**src/rtl/psc_pkg.sv**
```systemverilog
package psc_pkg;

    localparam int LATENCY = 11;

    localparam logic [2:0] CFG_MODEL_SELECT = 3'd0;
    localparam logic [2:0] CFG_PRESS_SENS   = 3'd1;
    localparam logic [2:0] CFG_PRESS_OFFSET = 3'd2;
    localparam logic [2:0] CFG_SENS_TCO     = 3'd3;
    localparam logic [2:0] CFG_OFFSET_TCO   = 3'd4;
    localparam logic [2:0] CFG_REF_TEMP     = 3'd5;
    localparam logic [2:0] CFG_TEMP_SENS    = 3'd6;

    // temperature bands on the first-order value, centidegrees
    localparam logic signed [18:0] T_MID       = 19'sd2000;
    localparam logic signed [18:0] T_VLOW_EDGE = -19'sd1599;
    localparam logic signed [18:0] T_VLOW_OFS  = 19'sd1500;

    typedef struct packed {
        logic        two_bar;
        logic [15:0] sens;
        logic [15:0] off;
        logic [15:0] tcs;
        logic [15:0] tco;
        logic [15:0] tref;
        logic [15:0] tsens;
    } t_cal;

    typedef struct packed {
        logic        valid;
        logic [23:0] praw;
        logic [39:0] sens_lin1;
        logic [39:0] off_lin1;
        logic [34:0] sq_rel;
        logic [34:0] sq_vlow;
        logic        lt20;
        logic        ltm15;
        logic [19:0] temp;
    } t_front;

    typedef struct packed {
        logic        valid;
        logic [23:0] praw;
        logic [39:0] sens_lin;
        logic [39:0] off_lin;
        logic [19:0] temp;
    } t_lin;

endpackage

```
**src/rtl/psc_corr.sv**
```systemverilog
module psc_corr (
    input  logic            i_clk,
    input  logic            i_rst_n,
    input  logic            i_two_bar,
    input  psc_pkg::t_front i_front,
    output psc_pkg::t_lin   o_lin
);

    // stage 1: second-order corrections
    logic        r1_valid;
    logic [38:0] r1_off_corr;
    logic [38:0] r1_sens_corr;
    logic [39:0] r1_sens_lin1;
    logic [39:0] r1_off_lin1;
    logic [19:0] r1_temp;
    logic [23:0] r1_praw;
    logic [39:0] c31;
    logic [40:0] c63;
    logic [36:0] c3;
    logic [37:0] c5;
    logic [37:0] v7;
    logic [36:0] v4;
    logic [38:0] n_off_corr;
    logic [38:0] n_sens_corr;

    assign c31 = {i_front.sq_rel, 5'd0} - {5'd0, i_front.sq_rel};
    assign c63 = {i_front.sq_rel, 6'd0} - {6'd0, i_front.sq_rel};
    assign c3  = {1'b0, i_front.sq_rel, 1'b0} + {2'd0, i_front.sq_rel};
    assign c5  = {1'b0, i_front.sq_rel, 2'd0} + {3'd0, i_front.sq_rel};
    assign v7  = {i_front.sq_vlow, 3'd0} - {3'd0, i_front.sq_vlow};
    assign v4  = {i_front.sq_vlow, 2'd0};

    always_comb begin
        n_off_corr  = 39'd0;
        n_sens_corr = 39'd0;
        if (i_two_bar) begin
            if (i_front.lt20) begin
                n_off_corr  = {2'd0, c31[39:3]};
                n_sens_corr = {3'd0, c63[40:5]};
            end
        end else if (i_front.lt20) begin
            n_off_corr  = {3'd0, c3[36:1]} + (i_front.ltm15 ? {1'b0, v7} : 39'd0);
            n_sens_corr = {4'd0, c5[37:3]} + (i_front.ltm15 ? {2'd0, v4} : 39'd0);
        end else begin
            n_off_corr  = {8'd0, i_front.sq_rel[34:4]};
        end
    end

    always_ff @(posedge i_clk) begin
        if (!i_rst_n) begin
            r1_valid <= 1'b0;
        end else begin
            r1_valid <= i_front.valid;
        end
    end

    always_ff @(posedge i_clk) begin
        r1_off_corr  <= n_off_corr;
        r1_sens_corr <= n_sens_corr;
        r1_sens_lin1 <= i_front.sens_lin1;
        r1_off_lin1  <= i_front.off_lin1;
        r1_temp      <= i_front.temp;
        r1_praw      <= i_front.praw;
    end

    // stage 2: apply corrections
    logic        r2_valid;
    logic [39:0] r2_sens_lin;
    logic [39:0] r2_off_lin;
    logic [19:0] r2_temp;
    logic [23:0] r2_praw;

    always_ff @(posedge i_clk) begin
        if (!i_rst_n) begin
            r2_valid <= 1'b0;
        end else begin
            r2_valid <= r1_valid;
        end
    end

    always_ff @(posedge i_clk) begin
        r2_sens_lin <= r1_sens_lin1 - {1'b0, r1_sens_corr};
        r2_off_lin  <= r1_off_lin1 - {1'b0, r1_off_corr};
        r2_temp     <= r1_temp;
        r2_praw     <= r1_praw;
    end

    assign o_lin.valid    = r2_valid;
    assign o_lin.praw     = r2_praw;
    assign o_lin.sens_lin = r2_sens_lin;
    assign o_lin.off_lin  = r2_off_lin;
    assign o_lin.temp     = r2_temp;

endmodule

```
**config.mk**
```make
export PLATFORM = sky130hd
export DESIGN_NAME = psc_corr
export DESIGN_NICKNAME = d
export VERILOG_FILES = /design/src/rtl/psc_pkg.sv /design/src/rtl/psc_corr.sv
export SDC_FILE = /design/constraint.sdc
export NUM_CORES = 1
export LEC_CHECK = 0
export ABC_AREA = 1
export BUFFER_PORTS_ARGS = -buffer_cell sky130_fd_sc_hd__buf_2
export CAP_MARGIN = 20
export CORE_UTILIZATION = 66
export DETAILED_ROUTE_END_ITERATION = 7
export GPL_TIMING_DRIVEN = 0
export HOLD_SLACK_MARGIN = 0.06
export PLACE_DENSITY = 0.95
export SLEW_MARGIN = 20
export SYNTH_ARGS = -nofsm -noshare
export SYNTH_HDL_FRONTEND = slang
export SYNTH_SLANG_ARGS = --single-unit
```
**constraint.sdc**
```tcl
create_clock -name i_clk -period 8.87 [get_ports i_clk]
set_input_delay 0 -clock i_clk [delete_from_list [all_inputs] [get_ports i_clk]]
set_output_delay 0 -clock i_clk [all_outputs]
set_load 0.03 [all_outputs]
```
==> results of run 1 <==
## routing by layer
metal | overflow | GRT usage, %
met5 | 3 | 33.37
met4 | 27 | 64.31
met3 | 10 | 55.38
met2 | 36 | 87.25
met1 | 2 | 73.18
## per-stage QoR
| stage | std cells | utilization (%) |
|---|---|---|
| CTS | 5728 | 77.48 |
| detailed placement | 5538 | 72.12 |
| global placement | 5538 | 72.12 |
| floorplan | 4623 | - |
## kinds of logic after synthesis
kind of cell | share of synthesized area, %
buf+inv | 9.775
xor+xnor | 4.845
simple gates | 27.36
fa+ha+maj | 13.78
flops | 22.22
compound gates | 22.01
==> reports/qor.txt, run 1 <==
Register bit count reported by yosys: 327
Most frequent cell after synthesis: nand2_1
DIE HEIGHT: 213.3 um
Syn Nets: 5144
Number of global-route vias before repair: 38100
Clock Path Buffers: 3
Clock root cell: clkbuf_16
Final HPWL DP: 97340 um
I/O pin cnt: 325
Placer's final routability congestion estimate: 1.215
Post-synth top cells: 962 x nand2_1, 724 x inv_1, 572 x nor2_1, 443 x a21oi_1, 327 x dfxtp_1
Port Buf Inserts: 323
Starting Density: 66.78%
Post-synthesis cell type count: 63
Status: did not finish
Synth top area share: 22.22%
Number of flops mapped to enable cells by yosys: 0
Area contributors post-synth: dfxtp_1 22%, ha_1 13%, nand2_1 12%
Max H-tree Level: 1
Placed standard-cell area: 31820 um2
Failed at: 5_1_grt
Tool Error: [ERROR GRT-0116] Global routing finished with congestion. Check the congestion regions in the DRC Viewer.
Post-cts sizing count: 0
Grt total ovfl: 78
Setup WS pre-CTS: 4.564 ns
Cell taking the most area after synthesis: dfxtp_1
Postcts setup bufs: 0
First-pass GRT wire length: 237200 um
Mean post-synth cell area: 6.373 um2
# hold bufs at CTS: 140
Num Clock Sinks: 327
Synth Flop Type: dfxtp_1
Pin count of the biggest net entering global routing: 20
Sequential fraction of the synthesis area: 22.22%
Synth async-reset ratio: 0%
Syn Inst Count: 4623
Cell area after synthesis: 29460 um2
Row count: 77
Number of buffers created by CTS: 27
Horiz. Die Dim: 213.3 um
Warnings, synthesis: 0
Tot GR Track Use: 71.06%
==> run 2: changes to the inputs <==
CORE_UTILIZATION = 40   (was 66)
HOLD_SLACK_MARGIN = default   (was 0.06)
PLACE_DENSITY = default   (was 0.95)
PLACE_DENSITY_LB_ADDON = 0.15   (was default)
==> reports/qor.txt, run 2 <==
Met1 Resource Use GR: 45.18%
Synth top area share: 22.22%
Die area: 74750 um2
Number of flops mapped to enable cells by yosys: 0
Area contributors post-synth: dfxtp_1 22%, ha_1 13%, nand2_1 12%
Cell taking the most area after synthesis: dfxtp_1
Period utilization: 49.73%
Number of buffers created by CTS: 30
Hold WC Path Type: input port to register
Num Clock Sinks: 327
Worst-Skew Late Latency: 0.59 ns
Horiz. Die Dim: 273.4 um
R2R Path Start: r1_off_corr[26]
First-pass GRT wire length: 189600 um
Clock Path Buffers: 3
Core area: 72960 um2
Flop-to-flop setup slack: 6.38 ns
Final TNS setup: 0 ns
Max H-tree Level: 1
Pin count of the biggest net entering global routing: 18
Row count: 99
Routed len/inst: 21.62 um
Crit-path max cell delay: 0.55 ns
Detailed-route via count: 32880
Final hold viol count: 0
DRT Pass-1 Iters: 6
CP Data Required Time: 9.30 ns
Final net count: 5630
Most common cell after layout, fill and taps aside: nand2_1
Final Util: 47.47%
Register bit count reported by yosys: 327
DIE HEIGHT: 273.4 um
# hold bufs at CTS: 131
Post-cts sizing count: 0
Fmax: 226.7 MHz
Final Power: 0.006735 W
Leakage: 16.83 nW
Hold path depth: 2
MaxCap Viol Count: 0
Detailed Route Iter0 Violations: 2716
Syn Inst Count: 4623
Starting Density: 40.39%
Fin Hold WS: 0.03822 ns
Slowest CP cell: fa_1
Postcts setup bufs: 0
PwrDens: 194.5 nW/um2
Reg2reg end: r2_off_lin[35]
M3 GR Usage: 4.632%
Hold Startpoint: i_front[144]
Final HPWL DP: 110500 um
Post-synthesis cell type count: 63
Warnings, synthesis: 0
Number of global-route vias before repair: 30790
Most frequent cell after synthesis: nand2_1
Layout area overhead: 17.54%
Hold endpoint: r1_sens_lin1[12]
TritonCTS clock tree: built
DRT Wirelength: 131700 um
WS Path Type: input port to register
Design Area, Final: 34630 um2
Status: complete, no violations
Worst-case reg-to-reg path depth: 9
Met2 GRT Util: 54.58%
Clock root cell: clkbuf_16
Crit-path max FO: 8
GRT busiest layer: met2
Final clock skew: 0.02296 ns
Maximum VDD drop: 276.6 uV
Min cycle time layout: 4.411 ns
Tot GR Track Use: 33.94%
Grt total ovfl: 0
RSZ-0062 raised after global routing: no
Most frequent cells in the layout: 962 x nand2_1, 724 x inv_1, 572 x nor2_1
Worst setup EP type: register
Buf+Inv Stages, Crit Path: 5
Final ANT Viol Nets: 0
Sequential fraction of the synthesis area: 22.22%
CP startpoint kind: input port
Placer's final routability congestion estimate: 1.026
Worst Path Arrival: 4.84 ns
CP top delay family: simple AND/OR/NAND/NOR gates
Final slew viol count: 0
Synth async-reset ratio: 0%
Port Buf Inserts: 323
Clock transition at the registers of the reported paths: 0.07 ns
Post-synth top cells: 962 x nand2_1, 724 x inv_1, 572 x nor2_1, 443 x a21oi_1, 327 x dfxtp_1
Placed standard-cell area: 32280 um2
Slew @ Worst Pin: 1.038 ns
Synth Flop Type: dfxtp_1
DR vias/cell: 5.398
Slew HR: 30.78%
Syn Nets: 5144
Mean post-synth cell area: 6.373 um2
Initial antenna violation count: 8
Setup Viol. Count Final: 0
I/O pin cnt: 325
Cell area after synthesis: 29460 um2
Critical path origin: i_front[60]
Layout cells sized above 1: 10.08%
DRC: 0
run 2: cell counts after synthesis:
No cell type changed its count.
run 2: where the power goes:
group	switching [W]	internal (W)	leakage (nW)	total, W
clock network	0.000577	0.000770	0.506	0.00135
logic	0.00250	0.00107	13.6	0.00357
registers	0.0000741	0.00174	2.75	0.00181
run 2: worst register-to-register path: cells and delay by family, from the launching register on:
family | cells | cell delay, ns
flip-flops | 1 | 0.31
adder cells (fa/ha/maj) | 1 | 0.41
AO/OA/AOI/OAI | 4 | 1.17
AND/OR/NAND/NOR | 1 | 0.19
buffers and inverters | 2 | 0.12
XOR/XNOR | 1 | 0.18
run 2: final cells by class:
type	count	area, um2
sequential	327	6546
fill	7898	38330
inverter	735	2759
multi-input combinational	3532	20040
tap	959	1200
timing repair buffer	454	2928
clock buffer	36	803.3
buffer	29	121.4
clock inverter	18	231.5
antenna	2	5.005
run 2: logic make-up after synthesis:
logic type / share of synthesized area [%]
AOI/OAI and AO/OA: 22.01
xor gates and xnor gates: 4.845
adders and majority gates: 13.78
buffers and inverters: 9.775
DFF: 22.22
and+or+nand+nor: 27.36
run 2: stage by stage:
| step | cells | worst slack (ns) |
|---|---|---|
| detailed placement | 5905 | 4.017 |
| global placement | 5905 | 3.922 |
| global route | 6090 | 4.155 |
| finish | 6092 | 4.459 |
| floorplan | 4623 | 5.864 |
| CTS | 6090 | 4.629 |
run 2: how the worst max path moves through the flow:
stage / end / cells past startpoint
after CTS: r1_sens_corr[36] / 25
after detailed placement: r1_sens_corr[36] / 25
after global routing: r1_sens_corr[36] / 25
final: r1_sens_corr[36] / 25
after floorplan: r1_off_corr[37] / 27
after global placement: r1_sens_corr[36] / 25
run 2: routing by layer:
metal	vias to the layer above	share of wire, %
li1	16250	-
met1	15040	44
met2	1358	44
met3	237	7.8
met4	0	4.5
met5	-	0
No activity file was read; power rests on OpenSTA's default activity.
