==> src/rtl/psc_pkg.sv <==
package psc_pkg;

    localparam int LATENCY = 11;

    localparam logic [2:0] CFG_MODEL_SELECT = 3'd0;
    localparam logic [2:0] CFG_PRESS_SENS   = 3'd1;
    localparam logic [2:0] CFG_PRESS_OFFSET = 3'd2;
    localparam logic [2:0] CFG_SENS_TCO     = 3'd3;
    localparam logic [2:0] CFG_OFFSET_TCO   = 3'd4;
    localparam logic [2:0] CFG_REF_TEMP     = 3'd5;
    localparam logic [2:0] CFG_TEMP_SENS    = 3'd6;

    // temperature bands on the first-order value, centidegrees
    localparam logic signed [18:0] T_MID       = 19'sd2000;
    localparam logic signed [18:0] T_VLOW_EDGE = -19'sd1599;
    localparam logic signed [18:0] T_VLOW_OFS  = 19'sd1500;

    typedef struct packed {
        logic        two_bar;
        logic [15:0] sens;
        logic [15:0] off;
        logic [15:0] tcs;
        logic [15:0] tco;
        logic [15:0] tref;
        logic [15:0] tsens;
    } t_cal;

    typedef struct packed {
        logic        valid;
        logic [23:0] praw;
        logic [39:0] sens_lin1;
        logic [39:0] off_lin1;
        logic [34:0] sq_rel;
        logic [34:0] sq_vlow;
        logic        lt20;
        logic        ltm15;
        logic [19:0] temp;
    } t_front;

    typedef struct packed {
        logic        valid;
        logic [23:0] praw;
        logic [39:0] sens_lin;
        logic [39:0] off_lin;
        logic [19:0] temp;
    } t_lin;

endpackage

==> src/rtl/psc_press.sv <==
module psc_press (
    input  logic          i_clk,
    input  logic          i_rst_n,
    input  logic          i_two_bar,
    input  psc_pkg::t_lin i_lin,
    output logic          o_valid,
    output logic [31:0]   o_pressure_comp,
    output logic [31:0]   o_temperature_comp
);

    // stage 1: partial products of raw pressure and sensitivity
    logic        r1_valid;
    logic [43:0] r1_pp_lo;
    logic [44:0] r1_pp_hi;
    logic [39:0] r1_off_lin;
    logic [19:0] r1_temp;
    logic [43:0] n1_pp_lo;
    logic [44:0] n1_pp_hi;

    assign n1_pp_lo = {20'd0, i_lin.praw} * {24'd0, i_lin.sens_lin[19:0]};
    assign n1_pp_hi = $signed({1'b0, i_lin.praw}) * $signed(i_lin.sens_lin[39:20]);

    always_ff @(posedge i_clk) begin
        if (!i_rst_n) begin
            r1_valid <= 1'b0;
        end else begin
            r1_valid <= i_lin.valid;
        end
    end

    always_ff @(posedge i_clk) begin
        r1_pp_lo   <= n1_pp_lo;
        r1_pp_hi   <= n1_pp_hi;
        r1_off_lin <= i_lin.off_lin;
        r1_temp    <= i_lin.temp;
    end

    // stage 2: full product
    logic        r2_valid;
    logic [63:0] r2_prod;
    logic [39:0] r2_off_lin;
    logic [19:0] r2_temp;

    always_ff @(posedge i_clk) begin
        if (!i_rst_n) begin
            r2_valid <= 1'b0;
        end else begin
            r2_valid <= r1_valid;
        end
    end

    always_ff @(posedge i_clk) begin
        r2_prod    <= {r1_pp_hi[43:0], 20'd0} + {20'd0, r1_pp_lo};
        r2_off_lin <= r1_off_lin;
        r2_temp    <= r1_temp;
    end

    // stage 3: scale product, truncating towards zero
    logic        r3_valid;
    logic [42:0] r3_q1;
    logic [39:0] r3_off_lin;
    logic [19:0] r3_temp;
    logic [63:0] s_prod21;

    assign s_prod21 = r2_prod + {43'd0, {21{r2_prod[63]}}};

    always_ff @(posedge i_clk) begin
        if (!i_rst_n) begin
            r3_valid <= 1'b0;
        end else begin
            r3_valid <= r2_valid;
        end
    end

    always_ff @(posedge i_clk) begin
        r3_q1      <= s_prod21[63:21];
        r3_off_lin <= r2_off_lin;
        r3_temp    <= r2_temp;
    end

    // stage 4: remove offset
    logic        r4_valid;
    logic [43:0] r4_d;
    logic [19:0] r4_temp;

    always_ff @(posedge i_clk) begin
        if (!i_rst_n) begin
            r4_valid <= 1'b0;
        end else begin
            r4_valid <= r3_valid;
        end
    end

    always_ff @(posedge i_clk) begin
        r4_d    <= {r3_q1[42], r3_q1} - {{4{r3_off_lin[39]}}, r3_off_lin};
        r4_temp <= r3_temp;
    end

    // stage 5: final scale and output word
    logic        r5_valid;
    logic [31:0] r5_press;
    logic [31:0] r5_temp;
    logic [43:0] s_d15;
    logic [43:0] s_d13;
    logic [31:0] n5_press;

    assign s_d15 = r4_d + {29'd0, {15{r4_d[43]}}};
    assign s_d13 = r4_d + {31'd0, {13{r4_d[43]}}};

    always_comb begin
        if (i_two_bar) begin
            n5_press = {{3{s_d15[43]}}, s_d15[43:15]};
        end else begin
            n5_press = {s_d13[43], s_d13[43:13]};
        end
    end

    always_ff @(posedge i_clk) begin
        if (!i_rst_n) begin
            r5_valid <= 1'b0;
        end else begin
            r5_valid <= r4_valid;
        end
    end

    always_ff @(posedge i_clk) begin
        r5_press <= n5_press;
        r5_temp  <= {{12{r4_temp[19]}}, r4_temp};
    end

    assign o_valid            = r5_valid;
    assign o_pressure_comp    = r5_press;
    assign o_temperature_comp = r5_temp;

endmodule

==> config.mk <==
export PLATFORM = sky130hd
export DESIGN_NAME = psc_press
export DESIGN_NICKNAME = d
export VERILOG_FILES = /design/src/rtl/psc_pkg.sv /design/src/rtl/psc_press.sv
export SDC_FILE = /design/constraint.sdc
export NUM_CORES = 2
export LEC_CHECK = 0
export BUFFER_PORTS_ARGS = -buffer_cell sky130_fd_sc_hd__buf_2
export CORE_MARGIN = 2
export CORE_UTILIZATION = 64
export CTS_CLUSTER_DIAMETER = 100
export CTS_CLUSTER_SIZE = 8
export DETAILED_ROUTE_END_ITERATION = 12
export PLACE_DENSITY = 0.92
export SETUP_SLACK_MARGIN = 0.3
export SYNTH_ARGS = -nofsm -noshare
export SYNTH_HDL_FRONTEND = slang
export SYNTH_SLANG_ARGS = --single-unit
==> constraint.sdc <==
create_clock -name i_clk -period 9.47 [get_ports i_clk]
set_clock_uncertainty 0.1 [all_clocks]
set_input_delay 2.3675 -clock i_clk [delete_from_list [all_inputs] [get_ports i_clk]]
set_output_delay 2.3675 -clock i_clk [all_outputs]
set_load 0.1 [all_outputs]
==> results_tabular.tex <==
\begin{tabular}{lr}
\hline
Metric & Value \\
\hline
\multicolumn{2}{l}{\textbf{Synth}} \\
Sequential share of the synthesized area & 0.203 \\
Synthesized area per cell & between 9 and 10 um2 \\
Post-synthesis net count & 6522 \\
Number of distinct library cells after synthesis & 67 \\
Most instantiated flip-flop cell in the synthesis netlist & sky130\_fd\_sc\_hd\_\_dfxtp\_1 \\
Post-synth EDFFs & 0 \\
Combined area of all synthesized cells & around 49000 um2 \\
Async set-reset flop share out of synthesis & 0 \\
Gate count after technology mapping & just over 5k \\
Yosys warns & 0 \\
Flip-flop and latch count after synthesis & between 400 and 500 \\
\multicolumn{2}{l}{\textbf{Die}} \\
Die Footprint & between 70000 and 80000 um2 \\
Die span in x & approximately 280 um \\
Initial standard-cell utilization of the core & 0.643 \\
Cell row count & approximately 100 \\
Chip height & $\sim$280 um \\
Count of boundary I/O pins & $\sim$190 \\
Core ar. & 75700 um2 \\
\multicolumn{2}{l}{\textbf{Critical path}} \\
Path type of the worst setup path & in -> reg \\
Critical Path End Type & register \\
Startpoint type of the worst setup path & input port \\
Crit path required time & 9.84 ns \\
Arrival time worst endpoint & between 9 and 10 ns \\
Max Fanout on Critical Path & 29 \\
\multicolumn{2}{l}{\textbf{Timing}} \\
Setup TNS Final & 0 ns \\
Final Hold Fails & 0 \\
Number of failing setup endpoints in the final timing report & 0 \\
Setup repair after global routing missed its margin & false \\
Minimum clock period & 8.94 ns \\
Max-slew violation count & 0 \\
F\_max & $\sim$0.11 GHz \\
Worst-Margin Slew & between 1 and 1.5 ns \\
Final critical-path share of the clock period & 0.944 \\
Slew HR & 0.252 \\
\multicolumn{2}{l}{\textbf{GRT}} \\
Number of global-route vias before repair & a little over 40k \\
GR Util All Layers & 0.326 \\
Largest net degree at the start of global routing & 47 \\
Initial antenna violation count & 2 \\
Wire length of the first global-routing pass & between 200000 and 250000 um \\
Remaining Overflow, GRT & 0 \\
\multicolumn{2}{l}{\textbf{Detailed routing}} \\
Avg Vias per Cell & slightly below 6 \\
Total length of routed wires & 125000 um \\
Number of detailed-route iterations in the first pass & 6 \\
Initial detailed-routing violation count & 3124 \\
Count of unresolved DRC violations after routing & 0 \\
ANT nets after route & 0 \\
WL per Instance & around 20 um \\
Total via count in the routed design & about 37k \\
\multicolumn{2}{l}{\textbf{Clock tree}} \\
Htree depth & 3 \\
Worst-skew pair later-pin latency & approximately 0.60 ns \\
Count of hold-fix buffers inserted at cts & 0 \\
Clock tree from TritonCTS & built \\
Number of gates given a new drive strength after cts & 0 \\
Clock transition at the registers of the reported paths & roughly 0.050 ns \\
CTS Buf Count & 71 \\
Clock Tree Root & sky130\_fd\_sc\_hd\_\_clkbuf\_16 \\
Sink Count & 495 \\
\# Post-CTS Setup Buffers & 0 \\
Maximum clock insertion buffer count & 3 \\
\multicolumn{2}{l}{\textbf{Placement}} \\
Gpl congestion & approximately 0.95 \\
Count of input and output buffers & approximately 190 \\
Half-perimeter wire length after placement & $\sim$96000 um \\
\multicolumn{2}{l}{\textbf{Finish}} \\
Number of nets in the finished design & 6631 \\
Area growth from synthesis to final layout & 7.97\% \\
Most used cells in the layout excluding fill and tap cells & sky130\_fd\_sc\_hd\_\_inv\_1 (929), sky130\_fd\_sc\_hd\_\_fa\_1 (787), sky130\_fd\_sc\_hd\_\_nand2\_1 (612) \\
Commonest non-fill, non-tap cell in the layout & sky130\_fd\_sc\_hd\_\_inv\_1 \\
Layout cells sized above 1 & 0.0693 \\
Fill count & 5264 \\
\multicolumn{2}{l}{\textbf{Job}} \\
Max\_cap viols & 0 \\
\multicolumn{2}{l}{\textbf{Hold path}} \\
Kind of path behind the tightest hold check & reg -> reg \\
\multicolumn{2}{l}{\textbf{Status}} \\
Result of the run & finished, final reports clean \\
\hline
\end{tabular}
cell usage after synthesis (all sizes together) (17+ instances only):
cell / count / area, um2
inv: 929 / 3490
fa: 787 / 15800
nand2: 612 / 2300
dfxtp: 495 / 9910
and2: 489 / 3060
ha: 430 / 5380
clkbuf: 216 / 811
a21oi: 174 / 871
xnor2: 173 / 1520
nor2: 138 / 518
a21o: 106 / 796
o21ai: 89 / 445
xor2: 67 / 587
nand3: 60 / 313
nand4: 48 / 300
and3: 38 / 243
nor3: 34 / 175
nand2b: 26 / 163
o21bai: 23 / 173
o211ai: 20 / 150
o21a: 19 / 143
a211oi: 18 / 135
nor2b: 17 / 106
final timing paths:
check,from,slack [ns],cells past startpoint,endpoint
worst max-delay path,i_lin[107],0.53,23,r1_pp_lo[34]
worst min register to register,r2_off_lin[4],0.22,0,r3_off_lin[4]
worst max register to register,r4_d[43],5.12,10,o_pressure_comp[26]
worst min-delay path,r2_off_lin[4],0.22,0,r3_off_lin[4]
worst max-delay path, stage by stage:
cell and delay (ns):
sky130_fd_sc_hd__buf_2 0.66, sky130_fd_sc_hd__buf_4 0.34, sky130_fd_sc_hd__nand2_1 0.10, sky130_fd_sc_hd__fa_1 0.56, sky130_fd_sc_hd__inv_1 0.06, sky130_fd_sc_hd__fa_1 0.56
sky130_fd_sc_hd__fa_1 0.43, sky130_fd_sc_hd__fa_1 0.53, sky130_fd_sc_hd__fa_1 0.44, sky130_fd_sc_hd__fa_1 0.49, sky130_fd_sc_hd__inv_1 0.05, sky130_fd_sc_hd__fa_1 0.50
sky130_fd_sc_hd__inv_1 0.07, sky130_fd_sc_hd__ha_1 0.34, sky130_fd_sc_hd__a21o_1 0.18, sky130_fd_sc_hd__a21o_1 0.16, sky130_fd_sc_hd__a21oi_1 0.30, sky130_fd_sc_hd__nand2b_1 0.11
sky130_fd_sc_hd__o31ai_1 0.29, sky130_fd_sc_hd__a21oi_1 0.10, sky130_fd_sc_hd__a21oi_1 0.27, sky130_fd_sc_hd__o21bai_1 0.13, sky130_fd_sc_hd__xnor2_1 0.25
sequential cells by signal, summed over array words and instances, names as in the netlist, 20 cells and up:
name,count
r2_prod,64
r1_pp_hi,44
r1_pp_lo,44
r4_d,44
r3_q1,43
r1_off_lin,40
r2_off_lin,40
r3_off_lin,40
o_pressure_comp,31
o_temperature_comp,20
r1_temp,20
r2_temp,20
r3_temp,20
r4_temp,20
area by class of cell:
cell class                      instances  area (um2)  area share
Inverter                              929        3490      0.0663
Tap cell                              978        1220      0.0233
Clock inverter                          7         179     0.00340
Antenna cell                            1        2.50   0.0000476
Clock buffer                           72        1780      0.0339
Multi-Input combinational cell       3523       34400       0.654
Sequential cell                       495        9910       0.188
Timing Repair Buffer                  266        1600      0.0305
cell families (layout without fill, tap and decap cells):
| family | count (synthesis) | after routing | synth area share |
|---|---|---|---|
| simple gates | 1510 | 1510 | 0.155 |
| fa+ha+maj | 1217 | 1217 | 0.434 |
| buf+inv | 1159 | 1274 | 0.0903 |
| compound gates | 552 | 552 | 0.0737 |
| flops | 495 | 495 | 0.203 |
| xor+xnor | 240 | 240 | 0.0432 |
| mux | 4 | 4 | 0.000848 |
| other cells | 0 | 1 | 0 |
routing by layer:
metal / routed length, um / track usage / part of all wire / up-vias
met5: 30 / 0.00313 / 0.00024 / -
met1: 46300 / 0.400 / 0.37 / 18000
li1: - / - / - / 16200
met2: 58300 / 0.537 / 0.47 / 2175
met4: 6630 / 0.159 / 0.053 / 2
met3: 13300 / 0.0822 / 0.11 / 574
stage by stage:
stage,area (um2),std cells,util,hold slack (ns),setup WS [ns]
floorplan,48700,5177,-,0.210,0.869
global placement,50600,6191,0.669,0.209,0.334
detailed placement,50600,6191,0.669,0.212,0.108
CTS,52600,6270,0.695,0.218,0.695
global route,52600,6270,0.695,0.223,0.321
finish,52600,6271,0.695,0.217,0.533
Power is left out: the tool's default activity adds up to more than one toggle a clock period on the data nets, which glitch-free logic cannot reach.
